===== src/design/ptlm_pkg.sv =====
`default_nettype none

package ptlm_pkg;

  localparam int unsigned ADDR_IN_W = 32;
  localparam int unsigned PLEN_W    = 6;
  localparam int unsigned KEY_W     = 7;

  typedef enum logic [1:0] {
    ACT_INSERT = 2'd0,
    ACT_DELETE = 2'd1,
    ACT_LOOKUP = 2'd2
  } act_t;

  typedef enum logic [1:0] {
    STAT_DONE = 2'd0,
    STAT_DUP  = 2'd1,
    STAT_FULL = 2'd2,
    STAT_MISS = 2'd3
  } status_t;

  typedef enum logic [1:0] {
    S_IDLE,
    S_WALK,
    S_COMMIT
  } state_t;

  typedef struct packed {
    logic [1:0]           action;
    logic [ADDR_IN_W-1:0] address;
    logic [PLEN_W-1:0]    prefix_len;
    logic [KEY_W-1:0]     entry_key;
  } in_beat_t;

  typedef struct packed {
    logic             found;
    logic [KEY_W-1:0] match_key;
    status_t          status;
  } out_beat_t;

endpackage

`default_nettype wire


===== src/design/ptlm_cell.sv =====
`default_nettype none

module ptlm_cell import ptlm_pkg::*; #(
  parameter int unsigned TABLE_ENTRIES = 64,
  parameter int unsigned ADDRESS_BITS  = 32,
  parameter int unsigned CELL_IDX      = 0,
  localparam int unsigned AB = ADDRESS_BITS,
  localparam int unsigned LW = $clog2(ADDRESS_BITS + 1),
  localparam int unsigned IW = $clog2(TABLE_ENTRIES)
) (
  input  wire logic clk,
  input  wire logic rst_n,
  input  wire logic tok_in_vld,
  input  wire logic [AB+2*LW+KEY_W+2*IW+3-1:0] tok_in,
  output logic      tok_out_vld,
  output logic [AB+2*LW+KEY_W+2*IW+3-1:0] tok_out,
  input  wire logic [AB*2+LW+KEY_W+IW+2-1:0] wr_in
);

  // search token walking the chain
  typedef struct packed {
    logic [AB-1:0]    addr;
    logic [LW-1:0]    len;
    logic             found;
    logic [LW-1:0]    best_len;
    logic [KEY_W-1:0] best_key;
    logic             hit;
    logic [IW-1:0]    hit_idx;
    logic             free_ok;
    logic [IW-1:0]    free_idx;
  } tok_t;

  // entry update, broadcast to every cell
  typedef struct packed {
    logic             en;
    logic             del;
    logic [IW-1:0]    idx;
    logic [AB-1:0]    base;
    logic [AB-1:0]    mask;
    logic [LW-1:0]    len;
    logic [KEY_W-1:0] key;
  } wr_t;

  tok_t             tin;
  tok_t             tok_nxt;
  tok_t             tok_r;
  logic             tok_vld_r;
  wr_t              wr;
  logic             ent_vld_r;
  logic [AB-1:0]    ent_base_r;
  logic [AB-1:0]    ent_mask_r;
  logic [LW-1:0]    ent_len_r;
  logic [KEY_W-1:0] ent_key_r;
  logic             same;
  logic             cont;
  logic             sel;

  assign tin = tok_t'(tok_in);
  assign wr  = wr_t'(wr_in);
  assign sel = wr.en && (wr.idx == IW'(CELL_IDX));

  assign same = ent_vld_r && (ent_base_r == tin.addr) && (ent_len_r == tin.len);
  assign cont = ent_vld_r && ((tin.addr & ent_mask_r) == ent_base_r);

  always_comb begin
    tok_nxt = tin;
    if (same) begin
      tok_nxt.hit     = 1'b1;
      tok_nxt.hit_idx = IW'(CELL_IDX);
    end
    // lowest-numbered free entry wins
    if (!tin.free_ok && !ent_vld_r) begin
      tok_nxt.free_ok  = 1'b1;
      tok_nxt.free_idx = IW'(CELL_IDX);
    end
    // longer prefix means smaller range
    if (cont && (!tin.found || (ent_len_r > tin.best_len))) begin
      tok_nxt.found    = 1'b1;
      tok_nxt.best_len = ent_len_r;
      tok_nxt.best_key = ent_key_r;
    end
  end

  always_ff @(posedge clk) begin
    if (!rst_n) begin
      tok_vld_r <= 1'b0;
    end else begin
      tok_vld_r <= tok_in_vld;
    end
  end

  always_ff @(posedge clk) begin
    tok_r <= tok_nxt;
  end

  always_ff @(posedge clk) begin
    if (!rst_n) begin
      ent_vld_r <= 1'b0;
    end else if (sel) begin
      ent_vld_r <= !wr.del;
    end
  end

  always_ff @(posedge clk) begin
    if (sel && !wr.del) begin
      ent_base_r <= wr.base;
      ent_mask_r <= wr.mask;
      ent_len_r  <= wr.len;
      ent_key_r  <= wr.key;
    end
  end

  assign tok_out_vld = tok_vld_r;
  assign tok_out     = tok_r;

endmodule

`default_nettype wire


===== config.mk =====
export PLATFORM = sky130hd
export DESIGN_NAME = ptlm_cell
export DESIGN_NICKNAME = d
export VERILOG_FILES = /design/src/design/ptlm_pkg.sv /design/src/design/ptlm_cell.sv
export SDC_FILE = /design/constraint.sdc
export NUM_CORES = 1
export LEC_CHECK = 0
export BUFFER_PORTS_ARGS = -buffer_cell sky130_fd_sc_hd__buf_2
export CORE_UTILIZATION = 43
export DETAILED_ROUTE_END_ITERATION = 8
export PLACE_DENSITY = 0.76
export SYNTH_ARGS = -nofsm -noshare
export SYNTH_HDL_FRONTEND = slang
export SYNTH_SLANG_ARGS = --single-unit

===== constraint.sdc =====
create_clock -name clk -period 5.76 [get_ports clk]
set_clock_uncertainty 0.1 [all_clocks]
set_input_delay 1.728 -clock clk [delete_from_list [all_inputs] [get_ports clk]]
set_output_delay 1.728 -clock clk [all_outputs]
set_load 0.02 [all_outputs]

Word-level counts from Yosys, hierarchy flattened
Index checks and enable logic that the tools add are counted.

word-level totals
  register bits = 145
  word-level logic and storage cells = 34
  output and inout port bits = 67
  bits of input ports = 154

cells by class
  magnitude comparators = 1
  muxes and demuxes = 1
  reductions and logical operators = 13
  bitwise logic cells = 1
  equality and inequality tests = 3

operators with widths
  operator              number
  equality test 32 bit  2
  AND 32 bit            1
  2-to-1 mux 13 bit     1
  logical AND 1 bit     7
  equality test 6 bit   1
  > comparator 6 bit    1
  zero test 6 bit       1
  zero test 1 bit       4
  logical OR 1 bit      1

Logic depth before layout (Yosys ltp)
Gate-level depths: netlist of run 1.

  word-level depth = 5
  mapped depth = 9
  depth with buffers taken out = 8

Least setup slack after synthesis of run 1
No wires, ideal clock.

  path kind = input-to-reg
  start point = in wr_in[79]
  end point = reg ent_base_r[0] (enable)
  data arrival time = 5350 ps
  buffers on the path = 0
  setup time = 514 ps
  slack = -204 ps
  data required time = 5146 ps
  stages = 3
  cell sequence = nor4b_1 -> nand2_1 -> nor2_1

on the way
  cells in the longest elaborated chain, start to end = 3

ends and longest elaborated chain
  item                    RTL line          source
  start: declaration      ptlm_cell.sv:17   input wire logic [AB*2+LW+KEY_W+IW+2-1:0] wr_in
  zero test 6 bit         ptlm_cell.sv:60   assign sel = wr.en && (wr.idx == IW'(CELL_IDX));
  logical AND 1 bit       ptlm_cell.sv:60
  logical AND 1 bit       ptlm_cell.sv:105  if (sel && !wr.del) begin
  end signal: assignment  ptlm_cell.sv:106  ent_base_r <= wr.base;
  end: declaration        ptlm_cell.sv:50   logic [AB-1:0] ent_base_r;

Every way passes these cells.
A chain may end at the register's enable or synchronous reset.

==> results.toml, run 1 <==
[run_status]
status = "completed"

[sta]
tightest_slew_ns = 0.975
fin_setup_tns_ns = 0
finalSetupViolCount = 0
hold_violations = 0
fin_crit_ns = 3.86
max_slew_margin = 0.350
maxSlewViolCount = 0
fmax_mhz = 259
rsz0062_at_grt = "no"
period_share = 0.671

[power_and_ir_drop]
swShare = 0.211
power_frac_seq = 0.463
intPower_mw = 1.91
power.switching_uw = 511
p_clk_frac = 0.470
powerDensity_nw_per_um2 = 338
power_mw = 2.42
irDropWorstVdd_mv = 0.244
p_leak_nw = 3.06
pwr-share-comb = 0.067

[place]
dp_hpwl_um = 10200
globalplace.congestion = 0.885
dp_cells = 740
portBuffers = 220

[finish]
fin_nets = 772
layout_common_cells = "220 x buf_2, 77 x edfxtp_1, 68 x dfxtp_1"
final_common_cell = "buf_2"
ff_latch_area_um2 = 3670
post-route-util = 0.599
drive_gt1_frac = 0.432
nFillCells = 1007
stdcell_count = 772
num_antenna_cells = 0
multi_input_area_um2 = 1490
area_growth_pct = 36.2

[logic_synthesis]
ys_seq_elements = 145
netlist_area_um2 = 5260
yosys_warnings = 0
synth_nets = 533
netlist_instances = 373
yosysSeqAreaShare = 0.699
synth_cell_types = 42
avgSynthCellArea_um2 = 14.1

[detailed_routing]
dr.pass1.iters = 4
postRouteAntennaNets = 0
routed_wl_um = 13200
wire_per_inst_um = 17.1
post-route-drc-count = 0
vias_per_cell = 4.94
dr_total_vias = 3813
drtIter0Drc = 190

[worst_setup_path]
arrival_ns = 4.06
path_class = "in2reg"
r2r_end = "tok_out[16]$_DFF_P_"
reg2reg_depth = 6
max_stage_delay_ns = 0.75
path_cells = "buf_2, a21o_1, a221o_1, nor4_2, o21ai_1, nor4_4, mux2_2"
cp.required_ns = 5.95
cp_slowest_cell = "nor4_4"
critPathCaptureType = "flip-flop"
cp_max_fo = 13
r2r_setup_slack_ns = 2.91
timing.rr.start = "ent_base_r[1]$_DFFE_PP_"
worst_setup_path_start_kind = "primary input"

[min_path]
hold_path_class = "reg2reg"
worstHoldPathCells = 1
holdCritStartpoint = "ent_key_r[5]$_DFFE_PP_"
hold_path_end = "tok_out[19]$_DFF_P_"

[grt]
grtUsageTotal = 0.213
grt_pass1_wl_um = 19800
grt_pass1_vias = 3902
antenna_found_initial = 0
grt_overflow = 0
grt_max_degree = 79

[floorplan]
io_pins = 221
rows = 40
die_h_um = 113
start_util = 0.440
dieWidth_um = 113
coreArea_um2 = 12000
dieArea_um2 = 12700

[clock_tree]
post_cts_buffers = 0
clk_pin_slew_ns = 0.06
cts-root-buf = "clkbuf_16"
clockBufferDepth = 2
clk_latency_ns = 0.41
cts-resized-gates = 0
hold_buffers = 0
cts_made_buffers = 17
h-tree-depth = 4
cts_tree = "done"
clkSinkCount = 145

[job]
maxCapViolations = 0
## how the worst max path moves through the flow
| stage | start | end | cells past startpoint |
|---|---|---|---|
| floorplan | wr_in[79] | ent_base_r[0]$_DFFE_PP_ | 3 |
| global placement | tok_in[35] | tok_out[21]$_DFF_P_ | 7 |
| detailed placement | tok_in[35] | tok_out[17]$_DFF_P_ | 7 |
| CTS | tok_in[35] | tok_out[16]$_DFF_P_ | 7 |
| global route | tok_in[35] | tok_out[16]$_DFF_P_ | 7 |
| finish | tok_in[35] | tok_out[16]$_DFF_P_ | 7 |
## metal layers
| layer | up-vias | part of all wire | track usage |
|---|---|---|---|
| met2 | 162 | 0.48 | 0.349 |
| met5 | - | 0 | 0 |
| met3 | 24 | 0.059 | 0.0535 |
| li1 | 1851 | - | - |
| met1 | 1776 | 0.43 | 0.263 |
| met4 | 0 | 0.028 | 0.108 |
## power by group through the flow
stage          logic (mW)  clock network [mW]  registers (mW)
6_report            0.163                1.14            1.12
5_1_grt             0.176                1.21            1.12
4_1_cts             0.165                1.16            1.12
3_5_place_dp        0.163                   0            1.14
3_3_place_gp        0.160                   0            1.14
2_1_floorplan      0.0343                   0            1.18
## cell usage after synthesis
cell,number,area (um2)
nand2_1,12,45.0
dfxtp_1,68,1360
a21boi_0,1,7.51
or2_2,1,6.26
o21ai_0,2,10.0
o22ai_1,5,31.3
a2111o_1,1,11.3
a221o_1,1,10.0
nor4_4,1,21.3
a22o_1,5,43.8
o221ai_1,2,17.5
a21o_1,2,15.0
nor4b_1,2,17.5
or4_4,1,11.3
nand4b_1,1,8.76
inv_1,25,93.8
xor2_1,17,149
nand3_1,6,30.0
ha_1,6,75.1
and4_1,1,8.76
a32o_1,1,10.0
mux2_2,13,146
o2111ai_1,6,52.6
nand4_1,13,81.3
edfxtp_1,77,2310
xnor2_1,5,43.8
nand3b_1,16,120
nand2b_1,30,188
nor2_1,4,15.0
and2_1,1,6.26
nor4_2,1,12.5
o31ai_1,1,7.51
o21ai_1,1,5.00
a31oi_1,1,6.26
o21bai_1,1,7.51
a21oi_1,2,10.0
nor3_1,4,20.0
a2111oi_0,2,17.5
a21bo_2,1,10.0
nor2b_1,22,138
buf_6,1,11.3
nor4_1,10,62.6
## kinds of logic after synthesis
family,after synthesis,share of synthesized area
buf+inv,26,0.0200
compound gates,35,0.0519
xor+xnor,22,0.0366
fa+ha+maj,6,0.0143
simple gates,126,0.151
mux,13,0.0278
flops,145,0.699
## stage by stage
step | hold WS (ns) | area [um2] | setup slack (ns)
final | 0.375 | 7160 | 1.90
after floorplan | 0.308 | 5260 | 1.10
after global routing | 0.391 | 7160 | 1.77
after detailed placement | 0.361 | 6550 | 1.43
after CTS | 0.374 | 7160 | 1.86
after global placement | 0.350 | 6550 | 1.49
## layout make-up
| type | count | area share |
|---|---|---|
| Timing Repair Buffer | 221 | 0.155 |
| Inverter | 25 | 0.0131 |
| Clock inverter | 15 | 0.0266 |
| Tap cell | 147 | 0.0257 |
| Multi-Input combinational cell | 202 | 0.208 |
| Clock buffer | 17 | 0.0594 |
| Sequential cell | 145 | 0.513 |
## worst max-delay path, delay by kind of cell
family	cells	cell delay [ns]
buffers and inverters	1	0.13
multiplexers	1	0.42
AND/OR/NAND/NOR	2	1.12
AO/OA/AOI/OAI	3	0.66
## sequential cells by signal, indices dropped and copies added, names as in the netlist
register	count
ent_mask_r	32
ent_vld_r	1
ent_base_r	32
ent_key_r	7
ent_len_r	6
tok_out_vld	1
tok_out	66
Note: power is estimated with default switching activity, not from simulation.
==> run 2: changes to the inputs <==
--- a/config.mk
+++ b/config.mk
@@ -5,10 +5,11 @@
 export SDC_FILE = /design/constraint.sdc
 export NUM_CORES = 1
 export LEC_CHECK = 0
+export ABC_AREA = 1
 export BUFFER_PORTS_ARGS = -buffer_cell sky130_fd_sc_hd__buf_2
-export CORE_UTILIZATION = 43
+export CORE_UTILIZATION = 48
 export DETAILED_ROUTE_END_ITERATION = 8
-export PLACE_DENSITY = 0.76
+export PLACE_DENSITY = 0.79
 export SYNTH_ARGS = -nofsm -noshare
 export SYNTH_HDL_FRONTEND = slang
 export SYNTH_SLANG_ARGS = --single-unit
==> constraint.sdc (replaced) <==
create_clock -name clk -period 3.75 [get_ports clk]
set_clock_uncertainty 0.1 [all_clocks]
set_input_delay 1.125 -clock clk [delete_from_list [all_inputs] [get_ports clk]]
set_output_delay 1.125 -clock clk [all_outputs]
set_load 0.02 [all_outputs]
==> results.toml, run 2 <==
[run_status]
status = "completed"

[floorplan]
coreArea_um2 = 11000
start_util = 0.501
die_h_um = 109
dieArea_um2 = 12000
rows = 38
io_pins = 221
dieWidth_um = 109

[logic_synthesis]
netlist_area_um2 = 5530
synth.area.top_cells = "edfxtp_1 42%, dfxtp_1 25%, nand2_1 9.7%"
avgSynthCellArea_um2 = 9.84
yosysSeqAreaShare = 0.664
yosys_warnings = 0
ys_seq_elements = 145
synth_nets = 722
yosysTopAreaCellShare = 0.418
async_reset_ff_frac = 0
synth-edff-count = 77
yosys_most_used_dff = "edfxtp_1"
synth_area_leader_cell = "edfxtp_1"
netlist_instances = 562
synth.most_common_cell = "nand2_1"
synthTopCellsByCount = "143 x nand2_1, 88 x inv_1, 77 x edfxtp_1, 68 x dfxtp_1, 56 x nor2_1"
synth_cell_types = 28

[worst_setup_path]
path_class = "in2reg"
cp.required_ns = 3.95
arrival_ns = 2.97
worst_setup_path_start_kind = "primary input"
timing.rr.start = "ent_len_r[4]$_DFFE_PP_"
critPathCaptureType = "flip-flop"
r2r_end = "tok_out[23]$_DFF_P_"
reg2reg_depth = 10
cp_max_fo = 14
r2r_setup_slack_ns = 1.36

[detailed_routing]
postRouteAntennaNets = 0
dr_total_vias = 4566
vias_per_cell = 4.80
wire_per_inst_um = 14.8
drtIter0Drc = 252
dr.pass1.iters = 5
routed_wl_um = 14100
post-route-drc-count = 0

[power_and_ir_drop]
power_frac_seq = 0.492
pwr-share-comb = 0.075
irDropWorstVdd_mv = 0.400
p_leak_nw = 3.57
intPower_mw = 2.73
powerDensity_nw_per_um2 = 478
power.switching_uw = 768
p_clk_frac = 0.433
swShare = 0.219

[finish]
layout_common_cells = "220 x buf_2, 143 x nand2_1, 87 x inv_1"
nFillCells = 863
fin_area_um2 = 7330
ff_latch_area_um2 = 3670
area_growth_pct = 32.5
largest_register_ffs = 66
final_common_cell = "buf_2"
drive_gt1_frac = 0.323
multi_input_area_um2 = 1490
fin_nets = 959
num_antenna_cells = 0

[place]
placed_area_um2 = 6800
dp_hpwl_um = 11000
globalplace.congestion = 0.941
portBuffers = 220

[grt]
grt_util_met1 = 0.287
grt_use_met2 = 0.415
antenna_found_initial = 0
grt_max_degree = 78
grt_pass1_vias = 4533
met3_usage = 0.0794
grt_pass1_wl_um = 21200
busiest_layer = "met2"
grtUsageTotal = 0.246
grt_overflow = 0

[sta]
rsz0062_at_grt = "no"
period_share = 0.739
tightest_slew_ns = 0.451
fin_crit_ns = 2.77
maxSlewViolCount = 0
hold_violations = 0
max_slew_margin = 0.698
fin_setup_tns_ns = 0
finalSetupViolCount = 0
fmax_mhz = 361

[min_path]
hold_path_class = "reg2reg"
holdCritStartpoint = "ent_key_r[1]$_DFFE_PP_"
worstHoldPathCells = 2
hold_path_end = "tok_out[15]$_DFF_P_"

[clock_tree]
cts_made_buffers = 17
clkSinkCount = 145
hold_buffers = 0
cts_tree = "done"
clockBufferDepth = 2
clk_pin_slew_ns = 0.06
clk_latency_ns = 0.42
cts-resized-gates = 0
cts-root-buf = "clkbuf_16"
h-tree-depth = 4
post_cts_buffers = 0

[job]
maxCapViolations = 0
run 2: worst max path at each step:
stage | from | endpoint | slack, ns | depth (start not counted)
after floorplan | wr_in[78] | ent_base_r[0]$_DFFE_PP_ | 0.66 | 6
final | tok_in[26] | tok_out[23]$_DFF_P_ | 0.98 | 12
after detailed placement | tok_in[26] | tok_out[23]$_DFF_P_ | 0.60 | 12
after CTS | tok_in[26] | tok_out[23]$_DFF_P_ | 1.04 | 12
after global placement | tok_in[26] | tok_out[19]$_DFF_P_ | 0.79 | 12
after global routing | tok_in[25] | tok_out[16]$_DFF_P_ | 0.88 | 12
run 2: power by group through the flow:
stage	Clock (mW)	Combinational, mW	Sequential [mW]
final	1.52	0.264	1.72
after global routing	1.60	0.289	1.73
after CTS	1.53	0.265	1.72
after detailed placement	0	0.263	1.76
after global placement	0	0.255	1.75
after floorplan	0	0.0598	1.81
run 2: logic make-up (layout without fill, tap and decap cells):
group,Yosys count,in the layout,synth area share
DFF,145,145,0.664
buffers and inverters,93,342,0.0665
xor gates and xnor gates,3,3,0.00475
and+or+nand+nor,270,270,0.207
adders and majority gates,6,6,0.0136
AOI/OAI and AO/OA,45,45,0.0437
run 2: critical path, cell delays in order:
cell	delay, ns
buf_2	0.10
inv_1	0.04
ha_1	0.29
nand2_1	0.09
nor2_1	0.16
o21ai_0	0.12
inv_1	0.06
o21ai_0	0.07
nand2_1	0.35
nand3_2	0.33
nand2_1	0.15
nand2_1	0.07
run 2: metal layers:
layer / vias up / part of all wire / wire length, um
met5: - / 0 / 0
met2: 229 / 0.50 / 7010
met1: 2018 / 0.40 / 5640
met3: 23 / 0.082 / 1160
met4: 0 / 0.019 / 268
li1: 2296 / - / -
run 2: metrics by stage:
stage | power, mW | util | cells | hold WS (ns) | worst slack (ns)
3_3_place_gp | 2.01 | 0.616 | 920 | 0.356 | 0.789
6_report | 3.50 | 0.664 | 951 | 0.373 | 0.980
5_1_grt | 3.62 | 0.664 | 951 | 0.399 | 0.885
2_1_floorplan | 1.87 | - | 562 | 0.346 | 0.665
4_1_cts | 3.52 | 0.664 | 951 | 0.379 | 1.04
3_5_place_dp | 2.02 | 0.616 | 920 | 0.367 | 0.604
run 2: layout make-up:
type / count / share of cell area
clock inverters: 5 / 0.00359
inverters: 90 / 0.0466
flip-flops and latches: 145 / 0.501
clock buffers: 26 / 0.0683
well taps: 140 / 0.0239
repair buffers: 221 / 0.153
multi-input cells: 324 / 0.203
